<file path="config.mk">
export PLATFORM = sky130hd
export DESIGN_NAME = rau_ctrl
export DESIGN_NICKNAME = d
export VERILOG_FILES = /design/src/rtl/rau_pkg.sv /design/src/rtl/rau_ctrl.sv
export SDC_FILE = /design/constraint.sdc
export NUM_CORES = 1
export LEC_CHECK = 0
export ABC_AREA = 0
export BUFFER_PORTS_ARGS = -buffer_cell sky130_fd_sc_hd__clkbuf_2
export CELL_PAD_IN_SITES_DETAIL_PLACEMENT = 0
export CELL_PAD_IN_SITES_GLOBAL_PLACEMENT = 1
export CORE_MARGIN = 1
export CORE_UTILIZATION = 32
export DETAILED_ROUTE_END_ITERATION = 16
export PLACE_DENSITY_LB_ADDON = 0.1
export SETUP_SLACK_MARGIN = 0.1
export SYNTH_ARGS = -nofsm -noshare
export SYNTH_HDL_FRONTEND = slang
export SYNTH_SLANG_ARGS = --single-unit
</file>
<file path="constraint.sdc">
create_clock -name clk -period 1.55 [get_ports clk]
set_input_delay 0.31 -clock clk [delete_from_list [all_inputs] [get_ports clk]]
set_output_delay 0.31 -clock clk [all_outputs]
set_load 0.1 [all_outputs]
</file>
<file path="src/rtl/rau_pkg.sv">
// rau_pkg: shared constants, operation codes and interface types of the
// rational arithmetic unit. No dependencies.
package rau_pkg;

  localparam int DATA_WIDTH = 32;
  localparam int WIDE       = 2 * DATA_WIDTH;
  localparam int CNT_W      = $clog2(WIDE + 1);

  localparam logic [WIDE-1:0] LIM = (WIDE'(1) << (DATA_WIDTH - 1)) - WIDE'(1);

  // command codes
  localparam logic [1:0] CMD_NORM = 2'd0;
  localparam logic [1:0] CMD_ADD  = 2'd1;
  localparam logic [1:0] CMD_NEG  = 2'd2;
  localparam logic [1:0] CMD_CMP  = 2'd3;

  typedef logic [4:0] op_t;

  localparam op_t OP_NONE     = 5'd0;
  localparam op_t OP_LOAD     = 5'd1;
  localparam op_t OP_SEL_A    = 5'd2;
  localparam op_t OP_SEL_B    = 5'd3;
  localparam op_t OP_ZERO     = 5'd4;
  localparam op_t OP_GCD_INIT = 5'd5;
  localparam op_t OP_DIV_GCD  = 5'd6;
  localparam op_t OP_GCD_STEP = 5'd7;
  localparam op_t OP_DIV_NUM  = 5'd8;
  localparam op_t OP_SET_NUM  = 5'd9;
  localparam op_t OP_DIV_DEN  = 5'd10;
  localparam op_t OP_SET_DEN  = 5'd11;
  localparam op_t OP_SAVE_A   = 5'd12;
  localparam op_t OP_SAVE_B   = 5'd13;
  localparam op_t OP_MUL_P    = 5'd14;
  localparam op_t OP_MUL_Q    = 5'd15;
  localparam op_t OP_MUL_D    = 5'd16;
  localparam op_t OP_SEL_SUM  = 5'd17;
  localparam op_t OP_CMP_P    = 5'd18;
  localparam op_t OP_CMP_Q    = 5'd19;
  localparam op_t OP_CMP_RES  = 5'd20;
  localparam op_t OP_FORM     = 5'd21;

  typedef struct packed {
    op_t  op;
    logic push;
  } dp_ctrl_t;

  typedef struct packed {
    logic [1:0] cmd;
    logic       n_zero;
    logic       ga_zero;
    logic       div_busy;
  } dp_stat_t;

  typedef struct packed {
    logic                    overflow;
    logic                    undefined;
    logic                    is_equal;
    logic [DATA_WIDTH-2:0]   res_den;
    logic [DATA_WIDTH-1:0]   res_num;
  } res_t;

  function automatic logic [DATA_WIDTH-1:0] mag_of(input logic [DATA_WIDTH-1:0] x);
    return x[DATA_WIDTH-1] ? (~x + DATA_WIDTH'(1)) : x;
  endfunction

endpackage

</file>
<file path="src/rtl/rau_ctrl.sv">
// rau_ctrl: sequencer for normalise, add, negate and compare.
// Depends on rau_pkg; drives rau_dp through dp_ctrl_t.
module rau_ctrl (
  input  logic               clk,
  input  logic               rst,
  input  logic               in_valid,
  input  logic               out_free,
  input  rau_pkg::dp_stat_t  stat,
  output logic               in_ready,
  output rau_pkg::dp_ctrl_t  ctrl
);
  import rau_pkg::*;

  localparam logic [3:0] S_IDLE = 4'd0;
  localparam logic [3:0] S_DISP = 4'd1;
  localparam logic [3:0] S_NORM = 4'd2;
  localparam logic [3:0] S_GCD  = 4'd3;
  localparam logic [3:0] S_WGCD = 4'd4;
  localparam logic [3:0] S_WNUM = 4'd5;
  localparam logic [3:0] S_SDEN = 4'd6;
  localparam logic [3:0] S_WDEN = 4'd7;
  localparam logic [3:0] S_RET  = 4'd8;
  localparam logic [3:0] S_SELB = 4'd9;
  localparam logic [3:0] S_MP   = 4'd10;
  localparam logic [3:0] S_MQ   = 4'd11;
  localparam logic [3:0] S_MD   = 4'd12;
  localparam logic [3:0] S_SUM  = 4'd13;
  localparam logic [3:0] S_CMPQ = 4'd14;
  localparam logic [3:0] S_OUT  = 4'd15;

  localparam logic [1:0] PH_A     = 2'd0;
  localparam logic [1:0] PH_B     = 2'd1;
  localparam logic [1:0] PH_FINAL = 2'd2;

  logic [3:0] state, state_next;
  logic [1:0] phase, phase_next;

  assign in_ready = state == S_IDLE;

  always_comb begin
    state_next = state;
    phase_next = phase;
    ctrl.op    = OP_NONE;
    ctrl.push  = 1'b0;
    unique case (state)
      S_IDLE: begin
        if (in_valid) begin
          ctrl.op    = OP_LOAD;
          state_next = S_DISP;
        end
      end
      S_DISP: begin
        if (stat.cmd == CMD_CMP) begin
          ctrl.op    = OP_CMP_P;
          state_next = S_CMPQ;
        end else begin
          ctrl.op    = OP_SEL_A;
          phase_next = (stat.cmd == CMD_ADD) ? PH_A : PH_FINAL;
          state_next = S_NORM;
        end
      end
      S_NORM: begin
        if (stat.n_zero) begin
          ctrl.op    = OP_ZERO;
          state_next = S_RET;
        end else begin
          ctrl.op    = OP_GCD_INIT;
          state_next = S_GCD;
        end
      end
      S_GCD: begin
        if (stat.ga_zero) begin
          ctrl.op    = OP_DIV_NUM;
          state_next = S_WNUM;
        end else begin
          ctrl.op    = OP_DIV_GCD;
          state_next = S_WGCD;
        end
      end
      S_WGCD: begin
        if (!stat.div_busy) begin
          ctrl.op    = OP_GCD_STEP;
          state_next = S_GCD;
        end
      end
      S_WNUM: begin
        if (!stat.div_busy) begin
          ctrl.op    = OP_SET_NUM;
          state_next = S_SDEN;
        end
      end
      S_SDEN: begin
        ctrl.op    = OP_DIV_DEN;
        state_next = S_WDEN;
      end
      S_WDEN: begin
        if (!stat.div_busy) begin
          ctrl.op    = OP_SET_DEN;
          state_next = S_RET;
        end
      end
      S_RET: begin
        priority case (phase)
          PH_A: begin
            ctrl.op    = OP_SAVE_A;
            state_next = S_SELB;
          end
          PH_B: begin
            ctrl.op    = OP_SAVE_B;
            state_next = S_MP;
          end
          default: begin
            ctrl.op    = OP_FORM;
            state_next = S_OUT;
          end
        endcase
      end
      S_SELB: begin
        ctrl.op    = OP_SEL_B;
        phase_next = PH_B;
        state_next = S_NORM;
      end
      S_MP: begin
        ctrl.op    = OP_MUL_P;
        state_next = S_MQ;
      end
      S_MQ: begin
        ctrl.op    = OP_MUL_Q;
        state_next = S_MD;
      end
      S_MD: begin
        ctrl.op    = OP_MUL_D;
        state_next = S_SUM;
      end
      S_SUM: begin
        ctrl.op    = OP_SEL_SUM;
        phase_next = PH_FINAL;
        state_next = S_NORM;
      end
      S_CMPQ: begin
        ctrl.op    = OP_CMP_Q;
        state_next = S_RET;
        phase_next = PH_FINAL;
      end
      S_OUT: begin
        if (out_free) begin
          ctrl.push  = 1'b1;
          state_next = S_IDLE;
        end
      end
      default: state_next = S_IDLE;
    endcase
    if (state == S_RET && phase == PH_FINAL && stat.cmd == CMD_CMP) begin
      ctrl.op = OP_CMP_RES;
    end
  end

  always_ff @(posedge clk) begin
    if (rst) begin
      state <= S_IDLE;
      phase <= PH_FINAL;
    end else begin
      state <= state_next;
      phase <= phase_next;
    end
  end

  a_div_idle: assert property (@(posedge clk) disable iff (rst)
    (ctrl.op == OP_DIV_GCD || ctrl.op == OP_DIV_NUM || ctrl.op == OP_DIV_DEN)
      |-> !stat.div_busy)
    else $error("divider started while busy");

  a_push_free: assert property (@(posedge clk) disable iff (rst)
    ctrl.push |-> (out_free && state == S_OUT))
    else $error("result pushed into a full output stage");

  a_load_disp: assert property (@(posedge clk) disable iff (rst)
    (in_ready && in_valid) |=> state == S_DISP)
    else $error("accepted beat not dispatched");

endmodule

</file>
=== After elaboration in Yosys (flattened, before gate mapping) ===
Cells that the tools add are included.

* Bits in registers: 6
* Output and inout bits: 7
* Bits of input ports: 9

* Mux-type cells: 25
* Reduce and logical (&&, ||, !) cells: 9
* Equal/unequal tests: 25

{| class="wikitable"
|+ Operators by type and width
! operator !! count
|-
| 5-bit one-hot mux with 15 select lines || 1
|-
| 4-bit one-hot mux with 15 select lines || 1
|-
| 4-bit 2-to-1 mux || 10
|-
| 4-bit equality test (second input constant) || 8
|-
| 4-bit by 3-bit equality test with 1-bit output (second input constant) || 4
|-
| 2-bit != test (second input constant) || 6
|-
| 5-bit 2-to-1 mux || 2
|-
| 5-bit one-hot mux with 2 select lines || 1
|-
| 4-bit by 2-bit equality test with 1-bit output (second input constant) || 2
|-
| 2-bit one-hot mux with 3 select lines || 1
|-
| 3-bit one-hot mux with 2 select lines || 1
|-
| 1-bit 2-to-1 mux || 5
|-
| 5-bit AND reduction || 1
|-
| 2-bit by 1-bit equality test with 1-bit output (second input constant) || 2
|-
| 2-bit equality test (second input constant) || 2
|-
| 4-bit by 1-bit equality test with 1-bit output (second input constant) || 1
|-
| 4-bit zero test || 1
|-
| 2-bit 2-to-1 mux || 2
|-
| 2-bit OR reduction || 2
|-
| 3-bit 2-to-1 mux || 1
|-
| 3-bit nonzero test || 1
|-
| 1-bit logical AND || 2
|-
| 2-bit zero test || 1
|-
| 2-bit AND reduction || 1
|}

=== Depth between registers and ports, before layout ===
* Depth in word-level cells: 4
* Gate-level depth with buffers: 6
* Gate-level depth less buffers: 4

=== Worst setup path after synthesis ===
Ideal clock, no wire load.

* Path type: register to output
* Start point: register state[1]
* End point: output in_ready
* Buffers on the path: 3
* Stages on the path, launching flop included: 5
* Slack: -2.530 ns
* Arrival: 3.770 ns
* Path through: dfxtp_1 > buf_2 > clkbuf_1 > buf_1 > nor4_1

* Longest elaborated chain between the ends: 1

{| class="wikitable"
|+ RTL lines
! element !! RTL line !! RTL
|-
| start: declaration || rau_ctrl.sv:35 || <nowiki>logic [3:0] state, state_next;</nowiki>
|-
| start signal: assignment || rau_ctrl.sv:163 || <nowiki>state <= state_next;</nowiki>
|-
| 4-bit zero test || rau_ctrl.sv:38 || <nowiki>assign in_ready = state == S_IDLE;</nowiki>
|-
| end: declaration || rau_ctrl.sv:9 || <nowiki>output logic in_ready,</nowiki>
|}

Every way passes these cells.

==> results.json <==
{
  "fmax_mhz": 555,
  "syn_inst": 107,
  "postLayoutCoreUtil_pct": 77.3,
  "final_cell_mix": "buf_4, a21oi_1, buf_6",
  "syn2layout_area_growth_pct": 122,
  "ir_drop_mv": 1.54,
  "critPathCaptureType": "output port",
  "port_buffers": 15,
  "power.density_mw_per_mm2": 2530,
  "start_util_pct": 34.8,
  "hold_violations": 0,
  "gp_congestion": 0.837,
  "synth_nets": 116,
  "cts_tree": "yes",
  "drtIter0Drc": 31,
  "period_share_pct": 116,
  "power_leakage_nw": 0.655,
  "ant_nets": 0,
  "antenna_cells": 0,
  "globalRouteTotalUtil_pct": 27.7,
  "route.met2.wl_um": 1570,
  "ios": 16,
  "core_area_mm2": 0.00200,
  "finalWorstSetupSlack_ns": -0.250,
  "period_needed_ns": 1.80,
  "placed_cells": 170,
  "wirelength_met1_um": 1290,
  "grt_max_degree": 19,
  "seq_area_frac_synth_pct": 17.2,
  "ys_warn_count": 0,
  "ys_seq_elements": 6,
  "cts_buffer_depth": 2,
  "dr.pass1.iters": 9,
  "drv_cap": 0,
  "stdcell_count": 191,
  "cts_max_level": 1,
  "numClockSinks": 6,
  "synthDistinctLibCells": 37,
  "synth_area_um2": 697,
  "wl_um": 3070,
  "wl_met3_um": 194,
  "slew_violations": 0,
  "hold_class": "primary input to flop",
  "overflow": 0,
  "status": "finished, violations left",
  "ys.flop_type": "dfxtp_1",
  "nFillCells": 128,
  "setup_violations": 8,
  "synthArstFlopShare_pct": 0,
  "avgSynthCellArea_um2": 6.51,
  "timing.slew.headroom_pct": 81.5,
  "cp.arrival_ns": 1.49,
  "final_common_cell": "buf_4",
  "insertion_delay_ns": 0.25,
  "rsz0062_at_grt": "true",
  "wire_per_inst_um": 16.0,
  "cts_made_buffers": 3,
  "grt_pass1_wl_um": 5210,
  "antenna_found_initial": 0,
  "first_global_vias": 1081,
  "nets": 175,
  "top_layer_used": "met4",
  "critPathSlowestCell": "dfxtp_4",
  "dr_total_vias": 1087,
  "violations": "setup timing",
  "fin_skew_ns": 0.0122,
  "worstSetupPathType": "flop to output port",
  "fp.dieH_um": 48.7,
  "num_rows": 16,
  "total_power_mw": 3.91,
  "cp.required_ns": 1.24,
  "clk_pin_slew_worst_paths_ns": 0.04,
  "dp_hpwl_um": 1790,
  "synth_enable_flop_cells": 0,
  "cts-root-buf": "clkbuf_4",
  "start_kind": "flop",
  "max_stage_delay_ns": 0.41,
  "dieArea_mm2": 0.00237,
  "drive_gt1_share_pct": 61.0,
  "fin_setup_tns_ns": -1.54,
  "worst_slew_pin_slew_ns": 0.276,
  "pre_cts_slack_ns": -0.152,
  "viasPerCell": 5.69,
  "drc": 0,
  "critical_path_peak_fanout": 8,
  "die_w_um": 48.7,
  "crit_chain": "buf_6 > and3b_1 > o32a_4 > buf_12"
}
final timing paths:
path	start	endpoint	slack, ns	cells past startpoint
max	state[0]	ctrl[1]	-0.25	4
min	rst	state[2]	0.35	2
max reg2reg	state[0]	phase[1]	-0.13	7
min reg2reg	phase[0]	phase[0]	0.67	3
synthesized netlist by cell type, types with 2 or more instances:
cell type / count / share of area (%)
o21bai_1: 2 / 2.2
a21oi_1: 13 / 9.3
nor4_1: 4 / 3.6
a31oi_1: 2 / 1.8
o211ai_1: 2 / 2.2
a211o_1: 2 / 2.5
nor3_1: 4 / 2.9
dfxtp_1: 6 / 17
nand2b_1: 5 / 4.5
nor2_1: 10 / 5.4
a21boi_0: 2 / 2.2
nor2b_1: 3 / 2.7
or4_1: 2 / 2.2
o31ai_1: 2 / 2.2
nand2_1: 10 / 5.4
buf_1: 3 / 1.6
o21ai_0: 7 / 5.0
clkbuf_1: 6 / 3.2
inv_1: 4 / 2.2
per-stage QoR:
stage	hold WS (ns)	cell area (um^2)
finish	0.347	1550
floorplan	0.512	876
CTS	0.342	1490
global route	0.362	1550
global placement	0.585	1220
detailed placement	0.596	1220
what timing repair did:
item / CTS / global route
endpoints found under the setup margin: 11 / 11
resized for setup: 38 / 8
hold buffers: 0 / 0
cloned: 0 / 0
pin swaps: 11 / 4
setup buffers: 14 / 6
cell families (layout without fill, tap and decap cells):
logic type      Yosys count  count (layout)  share of synthesized area (%)
buf+inv                  14              71                           7.72
compound gates           41              41                           38.4
flops                     6               6                           17.2
simple gates             46              46                           36.6
final cells by class:
class                   instances  area, um^2  share of cell area (%)
repair buffers                 64         613                    39.6
well taps                      27        33.8                    2.18
flip-flops and latches          6         133                    8.57
inverters                       4        15.0                   0.970
clock buffers                   3        22.5                    1.46
multi-input cells              87         731                    47.2
per-layer routing:
layer / vias to the layer above / global-route usage, %
met2: 52 / 50.5
met5: - / 0
met4: 0 / 1.47
met3: 4 / 4.40
met1: 513 / 35.5
li1: 518 / -
critical path: cells and delay by family (launching register included):
family                 cells  cell delay [ns]
AND/OR/NAND/NOR            1             0.20
flip-flops                 1             0.41
AO/OA/AOI/OAI              1             0.32
buffers and inverters      2             0.32
registers in the layout, summed over array words and instances (netlist names):
signal	count
state	4
phase	2
where the power goes:
group          total [mW]  internal [mW]  switching [mW]
sequential          0.333          0.228           0.105
combinational        3.43           1.62            1.81
clock               0.147         0.0878          0.0589
total                3.91           1.93            1.98
Note: power is estimated with default switching activity, not from simulation.
